[src/rtl/alw_pkg.sv]
// shared types and constants for the arm logical alu with shifter
// no dependencies; imported by every module of the block
`timescale 1ns / 1ps

package alw_pkg;

   localparam int DATA_WIDTH = 32;
   localparam int REG_COUNT  = 16;
   localparam int REG_BITS   = 4;
   localparam int AMT_BITS   = 6;

   localparam logic [REG_BITS-1:0] PC_INDEX = 4'd15;
   localparam logic [AMT_BITS-1:0] WORD_BITS = 6'd32;

   typedef enum logic [2:0] {
      OP_AND = 3'd0,
      OP_BIC = 3'd1,
      OP_EOR = 3'd2,
      OP_MVN = 3'd3,
      OP_ORN = 3'd4,
      OP_ORR = 3'd5
   } op_type;

   typedef enum logic [2:0] {
      SH_LSL = 3'd0,
      SH_LSR = 3'd1,
      SH_ASR = 3'd2,
      SH_ROR = 3'd3,
      SH_RRX = 3'd4
   } shift_type;

   typedef logic [DATA_WIDTH-1:0] word_type;

   // stored condition flags; v is never changed by these instructions
   typedef struct packed {
      logic n;
      logic z;
      logic c;
   } flags_type;

   typedef struct packed {
      logic                en;
      logic [REG_BITS-1:0] addr;
      word_type            data;
   } reg_write_type;

   typedef struct packed {
      word_type  result_value;
      logic      reg_written;
      logic      unsupported;
      logic      flags_en;
      flags_type flags;
   } alu_out_type;

endpackage

[src/rtl/alw_regfile.sv]
// 16 x 32 register file, two registered read ports, one write port
// write-to-read forwarding and per-entry valid bits so reset reads zero; uses alw_pkg
`timescale 1ns / 1ps

module alw_regfile (
   input  logic                          clock,
   input  logic                          reset,
   input  logic                          rd_en,
   input  logic [alw_pkg::REG_BITS-1:0]  ra_addr,
   input  logic [alw_pkg::REG_BITS-1:0]  rb_addr,
   input  alw_pkg::reg_write_type        wr,
   output alw_pkg::word_type             ra_data,
   output alw_pkg::word_type             rb_data
);
   import alw_pkg::*;

   word_type                 mem [REG_COUNT];
   logic [REG_COUNT-1:0]     valid_ff;
   logic [REG_COUNT-1:0]     valid_in;
   word_type                 ra_ff;
   word_type                 rb_ff;

   always_comb begin
      valid_in = valid_ff;
      if (wr.en) begin
         valid_in[wr.addr] = 1'b1;
      end
   end

   always_ff @(posedge clock) begin
      if (reset) begin
         valid_ff <= '0;
      end else begin
         valid_ff <= valid_in;
      end
   end

   always_ff @(posedge clock) begin
      if (wr.en) begin
         mem[wr.addr] <= wr.data;
      end
   end

   // a write at the same edge as the read is forwarded
   always_ff @(posedge clock) begin
      if (rd_en) begin
         if (wr.en && wr.addr == ra_addr) begin
            ra_ff <= wr.data;
         end else if (!valid_ff[ra_addr]) begin
            ra_ff <= '0;
         end else begin
            ra_ff <= mem[ra_addr];
         end
         if (wr.en && wr.addr == rb_addr) begin
            rb_ff <= wr.data;
         end else if (!valid_ff[rb_addr]) begin
            rb_ff <= '0;
         end else begin
            rb_ff <= mem[rb_addr];
         end
      end
   end

   assign ra_data = ra_ff;
   assign rb_data = rb_ff;

endmodule

[src/rtl/alw_shifter.sv]
// barrel shifter with carry out: lsl, lsr, asr, ror and rrx
// purely combinational; uses alw_pkg
`timescale 1ns / 1ps

module alw_shifter (
   input  alw_pkg::word_type             value,
   input  logic [2:0]                    kind,
   input  logic [alw_pkg::AMT_BITS-1:0]  amount,
   input  logic                          carry_in,
   output alw_pkg::word_type             shifted,
   output logic                          carry_result
);
   import alw_pkg::*;

   logic                  sign;
   logic [4:0]            lsl_idx;
   logic [4:0]            rsh_idx;
   logic [4:0]            rot;
   logic [2*DATA_WIDTH-1:0] doubled;
   word_type              rotated;

   always_comb begin
      sign    = value[DATA_WIDTH-1];
      lsl_idx = 5'(WORD_BITS - amount);
      rsh_idx = 5'(amount - 6'd1);
      rot     = amount[4:0];
      doubled = {value, value} >> rot;
      rotated = doubled[DATA_WIDTH-1:0];

      shifted      = value;
      carry_result = carry_in;
      if (kind == SH_RRX) begin
         shifted      = {carry_in, value[DATA_WIDTH-1:1]};
         carry_result = value[0];
      end else if (amount != '0) begin
         case (kind)
            SH_LSL: begin
               shifted = value << amount;
               if (amount < WORD_BITS) begin
                  carry_result = value[lsl_idx];
               end else if (amount == WORD_BITS) begin
                  carry_result = value[0];
               end else begin
                  carry_result = 1'b0;
               end
            end
            SH_LSR: begin
               shifted = value >> amount;
               // by exactly 32 the index lands on bit 31
               carry_result = (amount <= WORD_BITS) ? value[rsh_idx] : 1'b0;
            end
            SH_ASR: begin
               if (amount < WORD_BITS) begin
                  shifted      = word_type'($signed(value) >>> amount);
                  carry_result = value[rsh_idx];
               end else begin
                  shifted      = {DATA_WIDTH{sign}};
                  carry_result = sign;
               end
            end
            SH_ROR: begin
               shifted      = rotated;
               carry_result = rotated[DATA_WIDTH-1];
            end
            default: begin
               shifted      = value;
               carry_result = carry_in;
            end
         endcase
      end
   end

endmodule

[src/rtl/alw_logic_unit.sv]
// logical operation, pc-write check and next flag values
// purely combinational; uses alw_pkg
`timescale 1ns / 1ps

module alw_logic_unit (
   input  logic [2:0]                    operation,
   input  logic                          use_immediate,
   input  logic [alw_pkg::REG_BITS-1:0]  dest_reg,
   input  logic                          set_flags,
   input  alw_pkg::word_type             first_value,
   input  alw_pkg::word_type             second_value,
   input  logic                          second_carry,
   input  alw_pkg::flags_type            flags,
   output alw_pkg::alu_out_type          alu_out
);
   import alw_pkg::*;

   word_type raw;
   logic     known_op;
   logic     pc_write;

   always_comb begin
      known_op = 1'b1;
      case (operation)
         OP_AND:  raw = first_value & second_value;
         OP_BIC:  raw = first_value & ~second_value;
         OP_EOR:  raw = first_value ^ second_value;
         OP_MVN:  raw = ~second_value;
         OP_ORN:  raw = first_value | ~second_value;
         OP_ORR:  raw = first_value | second_value;
         default: begin
            raw      = '0;
            known_op = 1'b0;
         end
      endcase

      pc_write = (operation == OP_AND) && use_immediate && (dest_reg == PC_INDEX);

      alu_out.unsupported  = pc_write;
      alu_out.reg_written  = known_op && !pc_write;
      alu_out.result_value = alu_out.reg_written ? raw : '0;
      alu_out.flags_en     = alu_out.reg_written && set_flags;
      alu_out.flags        = flags;
      if (alu_out.flags_en) begin
         alu_out.flags.n = raw[DATA_WIDTH-1];
         alu_out.flags.z = (raw == '0);
         alu_out.flags.c = second_carry;
      end
   end

endmodule

[src/rtl/arm_logical_alu_with_shifter.sv]
// Executes one ARM logical instruction (and, bic, eor, mvn, orn, orr) per transfer, with an
// immediate or a shifted register as second operand, and keeps the 16-entry register file and
// the n, z, c flags. The register file is read at the input transfer edge into registered read
// ports, next to the input register; the instruction held there then does shift, logic and flags
// and, at the edge where it advances, writes the register file, flags and result register
// together, and the result register offers the result on the output. A new instruction is taken
// every cycle unless the pipe stalls; a result written at one edge is forwarded to the read of
// the instruction accepted at that edge, so dependent instructions run back to back. The pipe
// stalls only while the result register holds a result and rsp_tready is low.
// Depends on alw_pkg, alw_regfile, alw_shifter and alw_logic_unit.
`timescale 1ns / 1ps

module arm_logical_alu_with_shifter (
   input  logic        clock,
   input  logic        reset,
   input  logic        req_tvalid,
   output logic        req_tready,
   // dest_reg[3:0], first_reg[7:4], second_reg[11:8], immediate[43:12],
   // immediate_carry[44], shift_amount[50:45], zero fill[55:51]
   input  logic [55:0] req_tdata,
   // operation[2:0], use_immediate[3], set_flags[4], shift_kind[7:5]
   input  logic [7:0]  req_tuser,
   output logic        rsp_tvalid,
   input  logic        rsp_tready,
   // result_value[31:0], flag_negative[32], flag_zero[33], flag_carry[34], zero fill[39:35]
   output logic [39:0] rsp_tdata,
   // reg_written[0], unsupported[1]
   output logic [1:0]  rsp_tuser
);
   import alw_pkg::*;

   logic                in_valid_ff, in_valid_in;
   logic                out_valid_ff, out_valid_in;
   logic                advance;
   logic                req_xfer;

   logic [2:0]          op_ff;
   logic                use_imm_ff;
   logic [REG_BITS-1:0] dest_ff;
   word_type            imm_ff;
   logic                imm_c_ff;
   logic                setf_ff;
   logic [2:0]          kind_ff;
   logic [AMT_BITS-1:0] amt_ff;

   flags_type           flags_ff, flags_in;
   word_type            first_value, rm_value;
   word_type            shifted, second_value;
   logic                shift_carry, second_carry;
   alu_out_type         alu_out;
   reg_write_type       wr;
   logic                do_exec;

   word_type            res_ff;
   logic                written_ff, unsup_ff;
   flags_type           res_flags_ff;

   assign advance    = !out_valid_ff || rsp_tready;
   assign req_tready = !in_valid_ff || advance;
   assign req_xfer   = req_tvalid && req_tready;
   assign do_exec    = in_valid_ff && advance;

   always_comb begin
      in_valid_in = in_valid_ff;
      if (req_xfer) begin
         in_valid_in = 1'b1;
      end else if (advance) begin
         in_valid_in = 1'b0;
      end
      out_valid_in = out_valid_ff;
      if (advance) begin
         out_valid_in = in_valid_ff;
      end
   end

   always_ff @(posedge clock) begin
      if (reset) begin
         in_valid_ff  <= 1'b0;
         out_valid_ff <= 1'b0;
         flags_ff     <= '0;
      end else begin
         in_valid_ff  <= in_valid_in;
         out_valid_ff <= out_valid_in;
         flags_ff     <= flags_in;
      end
   end

   always_ff @(posedge clock) begin
      if (req_xfer) begin
         op_ff      <= req_tuser[2:0];
         use_imm_ff <= req_tuser[3];
         setf_ff    <= req_tuser[4];
         kind_ff    <= req_tuser[7:5];
         dest_ff    <= req_tdata[3:0];
         imm_ff     <= req_tdata[43:12];
         imm_c_ff   <= req_tdata[44];
         amt_ff     <= req_tdata[50:45];
      end
   end

   alw_regfile u_regfile (
      .clock   (clock),
      .reset   (reset),
      .rd_en   (req_xfer),
      .ra_addr (req_tdata[7:4]),
      .rb_addr (req_tdata[11:8]),
      .wr      (wr),
      .ra_data (first_value),
      .rb_data (rm_value)
   );

   alw_shifter u_shifter (
      .value        (rm_value),
      .kind         (kind_ff),
      .amount       (amt_ff),
      .carry_in     (flags_ff.c),
      .shifted      (shifted),
      .carry_result (shift_carry)
   );

   assign second_value = use_imm_ff ? imm_ff : shifted;
   assign second_carry = use_imm_ff ? imm_c_ff : shift_carry;

   alw_logic_unit u_logic (
      .operation     (op_ff),
      .use_immediate (use_imm_ff),
      .dest_reg      (dest_ff),
      .set_flags     (setf_ff),
      .first_value   (first_value),
      .second_value  (second_value),
      .second_carry  (second_carry),
      .flags         (flags_ff),
      .alu_out       (alu_out)
   );

   always_comb begin
      wr.en    = do_exec && alu_out.reg_written;
      wr.addr  = dest_ff;
      wr.data  = alu_out.result_value;
      flags_in = (do_exec && alu_out.flags_en) ? alu_out.flags : flags_ff;
   end

   always_ff @(posedge clock) begin
      if (do_exec) begin
         res_ff       <= alu_out.result_value;
         written_ff   <= alu_out.reg_written;
         unsup_ff     <= alu_out.unsupported;
         res_flags_ff <= alu_out.flags;
      end
   end

   assign rsp_tvalid = out_valid_ff;
   assign rsp_tdata  = {5'd0, res_flags_ff.c, res_flags_ff.z, res_flags_ff.n, res_ff};
   assign rsp_tuser  = {unsup_ff, written_ff};

endmodule
[config.mk]
export PLATFORM = sky130hd
export DESIGN_NAME = arm_logical_alu_with_shifter
export DESIGN_NICKNAME = d
export VERILOG_FILES = /design/src/rtl/alw_pkg.sv /design/src/rtl/alw_regfile.sv /design/src/rtl/alw_shifter.sv /design/src/rtl/alw_logic_unit.sv /design/src/rtl/arm_logical_alu_with_shifter.sv
export SDC_FILE = /design/constraint.sdc
export NUM_CORES = 1
export LEC_CHECK = 0
export BUFFER_PORTS_ARGS = -buffer_cell sky130_fd_sc_hd__clkbuf_2
export CAP_MARGIN = 20
export CORE_MARGIN = 2
export CORE_UTILIZATION = 37
export CTS_CLUSTER_SIZE = 40
export DETAILED_ROUTE_END_ITERATION = 12
export PLACE_DENSITY = 0.62
export SLEW_MARGIN = 10
export SYNTH_ARGS = -nofsm -noshare
export SYNTH_HDL_FRONTEND = slang
export SYNTH_SLANG_ARGS = --single-unit
[constraint.sdc]
create_clock -name clock -period 11.9 [get_ports clock]
set_clock_uncertainty 0.15 [all_clocks]
set_input_delay 0.595 -clock clock [delete_from_list [all_inputs] [get_ports clock]]
set_output_delay 0.595 -clock clock [all_outputs]
set_load 0.05 [all_outputs]
### Word-level counts from Yosys, hierarchy flattened

Memories as Yosys holds them, arrays and structs flattened.
Index checks and enable logic that the tools add are counted.

| word-level totals | value |
|---|---|
| register bits after elaboration | 173 |
| bits in latches | 0 |
| RAM bits | 512 |
| memory bits (read-only) | 0 |
| input bits | 68 |
| output and inout bits | 44 |
| word-level logic and storage cells | 114 |
| memories kept | 1 |

| operators by class | value |
|---|---|
| add/subtract/negate cells | 2 |
| multipliers | 0 |
| div/mod/pow operators | 0 |
| order comparisons | 8 |
| equal/unequal tests | 13 |
| shift operators | 4 |
| muxes and demuxes | 35 |
| bitwise gates (word level) | 7 |
| reduce and logical (&&, ||, !) cells | 22 |

Memory list:

| memory | depth | bits a word | read ports | clocked after memory_dff | wr ports | line | source |
|---|---|---|---|---|---|---|---|
| u_regfile.mem | 16 | 32 | 2 | 0 | 1 | alw_regfile.sv:17 | `word_type mem [REG_COUNT];` |

Operators by type and width:

| kind | count |
|---|---|
| 32-bit 2-to-1 mux | 9 |
| 32-bit case mux with 6 select lines | 1 |
| 32-bit case mux with 4 select lines | 1 |
| 32-bit bitwise AND | 2 |
| 32-bit bitwise OR | 2 |
| 64-bit by 5-bit right shift with 32-bit output | 1 |
| 32-bit zero test | 1 |
| 32-bit inverter | 1 |
| 32-bit by 6-bit << shifter with 32-bit output | 1 |
| 32-bit by 6-bit right shift with 32-bit output | 1 |
| 32-bit by 6-bit >>> shifter with 32-bit output | 1 |
| 32-bit bitwise XOR | 1 |
| 1-bit 2-to-1 mux | 17 |
| 16-bit bitwise OR | 1 |
| 4-bit by 5-bit < comparator with 1-bit output, second input constant | 3 |
| 3-bit by 2-bit == test with 1-bit output, second input constant | 4 |
| 5-bit by 6-bit < comparator with 1-bit output, second input constant | 2 |
| 1-bit logical AND | 11 |
| 1-bit binary-select mux with 5-bit select | 2 |
| 3-bit == test, second input constant | 3 |
| 1-bit binary-select mux with 4-bit select | 2 |
| 4-bit == test | 2 |
| 3-bit by 1-bit == test with 1-bit output, second input constant | 2 |
| 6-bit == test, second input constant | 1 |
| 15 further kinds | 19 |

### Depth between registers and ports, before layout

| logic depth | value |
|---|---|
| word-level depth | 11 |
| depth in mapped cells | 20 |
| depth with buffers taken out | 14 |

### Modules after synthesis

Synthesis repeated with hierarchy kept, for this count alone.

| second synthesis, totals | value |
|---|---|
| cells, all modules | 2,804 |
| area total of the unflattened synthesis | 38,987.4 µm² |

Modules (own cells, without submodules):

| module | times used | cells an instance | area each (µm²) | seq. area each (µm²) |
|---|---|---|---|---|
| alw_regfile | 1 | 1,384 | 26,837.0 | 17,616.9 |
| alw_shifter | 1 | 797 | 5,980.7 | 0.0 |
| arm_logical_alu_with_shifter | 1 | 159 | 3,384.5 | 2,742.6 |
| alw_logic_unit | 1 | 464 | 2,785.2 | 0.0 |

### Worst setup path after synthesis

OpenSTA, ideal clock, no wires.

| timing path | value |
|---|---|
| path type | register to register |
| start point | reg out_valid_ff (netlist: rsp_tvalid) |
| end point | mem u_regfile.mem[0][0] (netlist bit), enable pin |
| library setup time | 0.463 ns |
| arrival | 5.675 ns |
| data required time | 11.287 ns |
| path slack | 5.611 ns |
| stages on the path, launching flop included | 7 |
| buffers on the path | 1 |
| clock period less this slack | 6.289 ns |
| cell sequence | dfxtp_1 > nor2b_1 > nor2b_1 > and2_1 > clkbuf_1 > or3b_2 > nor3_1 |

| between the ends | value |
|---|---|
| cells in the longest elaborated chain, start to end | 6 |

RTL lines:

| element | line | source |
|---|---|---|
| start: declaration | arm_logical_alu_with_shifter.sv:33 | `logic out_valid_ff, out_valid_in;` |
| start signal: assignment | arm_logical_alu_with_shifter.sv:83 | `out_valid_ff <= out_valid_in;` |
| 1-bit zero test | arm_logical_alu_with_shifter.sv:58 | `assign advance = !out_valid_ff \|\| rsp_tready;` |
| 1-bit logical OR | arm_logical_alu_with_shifter.sv:58 |  |
| 1-bit logical AND | arm_logical_alu_with_shifter.sv:61 | `assign do_exec = in_valid_ff && advance;` |
| named net do_exec | arm_logical_alu_with_shifter.sv:52 | `logic do_exec;` |
| 1-bit logical AND | arm_logical_alu_with_shifter.sv:137 | `wr.en = do_exec && alu_out.reg_written;` |
| 1-bit 2-to-1 mux | alw_regfile.sv:39 | `if (wr.en) begin` |
| 1-bit 2-to-1 mux (not written as such) | alw_regfile.sv:40 | `mem[wr.addr] <= wr.data;` |
| end: declaration | alw_regfile.sv:17 |  |

The timed path passes the listed nets, and every way through them passes these cells.

### Final worst setup path

| timing path | value |
|---|---|
| start point | reg amt_ff[0] |
| end point | reg flags_ff[1] (netlist bit) |

| between the ends | value |
|---|---|
| cells in the longest elaborated chain, start to end | 11 |
| elaborated cells between the ends (all ways) | 20 |
| those cells by class | order compare: 1; shift: 4; mux: 7; bitwise: 6; reduce/logical: 2 |

RTL lines:

| element | line | source |
|---|---|---|
| start: declaration | arm_logical_alu_with_shifter.sv:44 | `logic [AMT_BITS-1:0] amt_ff;` |
| start signal: assignment | arm_logical_alu_with_shifter.sv:97 | `amt_ff <= req_tdata[50:45];` |
| 32-bit by 6-bit >>> shifter with 32-bit output or 6-bit < comparator (tied branches) | alw_shifter.sv:54, alw_shifter.sv:53 |  |
| 32-bit 2-to-1 mux | alw_shifter.sv:53 | `if (amount < WORD_BITS) begin` |
| 32-bit case mux with 4 select lines | alw_shifter.sv:36 | `case (kind)` |
| 32-bit 2-to-1 mux * | alw_shifter.sv:35 | `end else if (amount != '0) begin` |
| 32-bit 2-to-1 mux * | alw_shifter.sv:32 | `if (kind == SH_RRX) begin` |
| 32-bit 2-to-1 mux * | arm_logical_alu_with_shifter.sv:121 | `assign second_value = use_imm_ff ? imm_ff : shifted;` |
| 32-bit inverter | alw_logic_unit.sv:26, alw_logic_unit.sv:28, alw_logic_unit.sv:29 |  |
| 32-bit bitwise OR or 32-bit bitwise AND (tied branches) | alw_logic_unit.sv:29, alw_logic_unit.sv:26 |  |
| 32-bit case mux with 6 select lines * | alw_logic_unit.sv:24 | `case (operation)` |
| 32-bit zero test * | alw_logic_unit.sv:46 | `alu_out.flags.z = (raw == '0);` |
| 3-bit 2-to-1 mux * | alw_logic_unit.sv:44 | `if (alu_out.flags_en) begin` |
| end signal: assignment | arm_logical_alu_with_shifter.sv:84 | `flags_ff <= flags_in;` |
| end: declaration | arm_logical_alu_with_shifter.sv:46 | `flags_type flags_ff, flags_in;` |

Every way passes the cells marked *; elsewhere a longest branch is shown, timed or not.
A chain may end at the register's enable or synchronous reset.

==> results_dict.tcl <==
set metrics [dict create \
    grt_setup_unrepaired "no" \
    worstMarginPinSlew_ns 1.24 \
    timing.slew.headroom_pct 17.4 \
    cts_setup_buffers 0 \
    period_minus_slack_ns 6.16 \
    avgViaCountPerCell 6.55 \
    num-fill-cells 9346 \
    worstHoldStart "req_tdata[21]" \
    syn_area_per_cell_sq_um 14.4 \
    die-area_sq_um 107000 \
    vias 27500 \
    seq_area_sq_um 20400 \
    core_area_sq_um 104000 \
    portBuffers 101 \
    async_flop_share_pct 0 \
    grt_start_max_net_pins 99 \
    synth_top_area_share_pct 51.5 \
    hold_viol 0 \
    clkSinkCount 685 \
    cts_resized 0 \
    fin_crit_sh_pct 51.7 \
    max_stage_delay_ns 0.75 \
    synthTopCellsByArea "edfxtp_1 51%, mux4_2 23%, mux2i_1 2.1%" \
    io_pins 112 \
    stdcell_count 4195 \
    antenna_found_initial 5 \
    synth-edff-count 664 \
    clock_path_buffers 3 \
    ys_ff_latch 685 \
    ff2ff_setup_slack_ns 5.74 \
    leakagePower_nw 14.3 \
    die_w_um 328 \
    yosysWarnings 0 \
    end_kind "register" \
    slowest_stage "o311ai_1" \
    final_max_slew_viol_count 0 \
    die_h_um 328 \
    post-synth-top-area-cell "edfxtp_1" \
    hold_class "in2reg" \
    grt_pass1_vias 27800 \
    drc_errors 0 \
    ys_seq_area_share_pct 52.5 \
    maxCapViolCount 0 \
    final.setup.tns_ns 0 \
    cts.htree.levels 3 \
    dp_cells 3998 \
    start_util_pct 37.4 \
    clkLatencyLatePin_ns 0.67 \
    synth_common_cells "664 x edfxtp_1, 396 x mux4_2, 206 x nand2_1" \
    routed_wirelength_um 144000 \
    clockRootBuffer "clkbuf_16" \
    r2r-start "amt_ff[0]$_DFFE_PP_" \
    cp.arrival_ns 6.55 \
    netlist_area_sq_um 38800 \
    fmax_mhz 162 \
    drive_gt1_share_pct 29.2 \
    whs_path_depth 1 \
    first_pass_iters 6 \
    overflow 0 \
    path_max_fanout 98 \
    nNetsFinal 2821 \
    postSynthCellCount 2687 \
    area.growth.synth_to_final_pct 12.9 \
    grt_usage_pct 26.7 \
    gp_congestion 1.04 \
    rr_worst_depth 16 \
    timing.rr.end "flags_ff[1]$_SDFFE_PP0P_" \
    holdPathEnd "imm_ff[9]$_DFFE_PP_" \
    synthFlopType "edfxtp_1" \
    dp_hpwl_um 91600 \
    cts.reportedPaths.clkPinSlew_ns 0.06 \
    multi_input_area_sq_um 17200 \
    synth_cell_type_count 113 \
    drt_iter0_markers 3802 \
    cts_tree "done" \
    status "finished, final reports clean" \
    finalSetupViolCount 0 \
    power-per-cell-area_nw_per_um2 141 \
    cp_cell_sequence "buf_12 -> inv_1 -> ha_1 -> or3b_2 -> o21ai_2 -> buf_4 -> a311oi_1 -> and3_1 -> o211ai_1 -> o311ai_1 -> nand2_1 -> a211oi_1 -> or4_1 -> nor4bb_1 -> or4b_4 -> o31ai_2" \
    cts-buffers-inserted 76 \
    critPathBufInv 3 \
    yosysMostFrequentCell "edfxtp_1" \
    drtAntennaViolNets 0 \
    rows 118 \
    start_kind "register" \
    wl_per_cell_um 34.3 \
    grt_pass1_wl_um 205000 \
    path_class "reg2reg" \
    critPathTopFamily "simple AND/OR/NAND/NOR gates" \
    critical_path_required_ns 12.29 \
    vdd_drop_max_uv 140 \
]
[report_power, final]
group | internal [mW] | switching (mW) | total (mW) | leakage, nW
Clock | 1.35 | 1.02 | 2.36 | 1.22
Sequential | 2.76 | 0.0604 | 2.82 | 6.33
Combinational | 0.341 | 0.633 | 0.974 | 6.79
Total | 4.45 | 1.71 | 6.16 | 14.3
[layout make-up]
cell class / instances / area share (%)
Antenna cell: 2 / 0.0114
Clock buffer: 87 / 4.44
Clock inverter: 52 / 1.27
Inverter: 77 / 0.661
Multi-Input combinational cell: 1672 / 39.2
Sequential cell: 685 / 46.5
Tap cell: 1380 / 3.95
Timing Repair Buffer: 240 / 3.92
[registers in the layout, summed over array words and instances, names as in the netlist, 3 cells and up]
signal and cells:
op_ff 3, rsp_tdata 3, u_regfile.rb_data 32, u_regfile.mem 512
imm_ff 32, amt_ff 6, u_regfile.valid_ff 16, kind_ff 3
u_regfile.ra_data 32, dest_ff 4, res_ff 32, flags_ff 3
[per-layer routing]
layer	vias up	routed length, um	GRT usage, %	part of all wire (%)
met1	14300	55400	35.1	38
met2	1638	68800	42.9	48
met4	6	7200	12.3	5.0
met5	-	46	0	0.032
met3	342	12700	5.19	8.8
li1	11200	-	-	-
[layout by cell type, fill, tap and decap left out, types with 18 or more instances in the layout]
master / Yosys / layout
dfxtp_1: 21 / 21
buf_4: 8 / 93
nand2_1: 206 / 204
o22ai_1: 83 / 83
dlygate4sd3_1: 0 / 44
inv_1: 73 / 72
clkbuf_2: 1 / 95
o21ai_0: 69 / 69
nor3b_1: 25 / 24
a211oi_1: 26 / 26
nor3_1: 46 / 41
edfxtp_1: 664 / 664
o211ai_1: 22 / 22
a31oi_1: 28 / 28
nand4_1: 29 / 29
nand3_1: 52 / 52
or3_1: 18 / 18
mux2i_1: 83 / 83
a21oi_1: 61 / 61
mux4_2: 396 / 396
clkinv_2: 0 / 20
clkbuf_16: 0 / 76
nor2_1: 179 / 167
mux2_2: 31 / 31
[through the flow]
step | worst slack [ns] | power [mW] | hold slack (ns) | util (%) | cell area, sq um
after detailed placement | 5.51 | 3.81 | 0.328 | 39.3 | 40700
final | 5.74 | 6.16 | 0.0344 | 42.2 | 43700
after floorplan | 5.61 | 3.46 | 0.302 | - | 38800
after global placement | 5.75 | 3.79 | 0.312 | 39.3 | 40700
after CTS | 5.53 | 6.18 | 0.00433 | 42.1 | 43600
after global routing | 5.45 | 6.34 | 0.0155 | 42.2 | 43700
[worst max path at each step]
stage                            startpoint                             end  slack, ns  cells after the start
global route            amt_ff[0]$_DFFE_PP_   u_regfile.mem[0][9]$_DFFE_PP_       5.45                     12
floorplan           rsp_tvalid$_SDFFE_PP0P_   u_regfile.mem[0][0]$_DFFE_PP_       5.61                      6
global placement        amt_ff[0]$_DFFE_PP_            res_ff[12]$_DFFE_PP_       5.75                     14
finish                  amt_ff[0]$_DFFE_PP_        flags_ff[1]$_SDFFE_PP0P_       5.74                     16
detailed placement      amt_ff[0]$_DFFE_PP_            res_ff[12]$_DFFE_PP_       5.51                     14
CTS                     amt_ff[0]$_DFFE_PP_  u_regfile.mem[8][12]$_DFFE_PP_       5.53                     14
[logic make-up (layout without fill, tap and decap cells)]
group / Yosys count / in the layout / synth area share (%)
adders and majority gates: 1 / 1 / 0.0323
AOI/OAI and AO/OA: 457 / 457 / 8.29
other: 1 / 7 / 0.00968
and+or+nand+nor: 675 / 675 / 8.58
buffers and inverters: 334 / 456 / 3.70
muxes: 521 / 521 / 26.6
DFF: 685 / 685 / 52.5
xor gates and xnor gates: 13 / 13 / 0.294
[what timing repair did]
item | in CTS | in global routing
setup endpoints to repair | 0 | 0
hold buffers | 44 | 0
hold endpoints to repair | 44 | 0
Power figures use the tool's default switching activity.
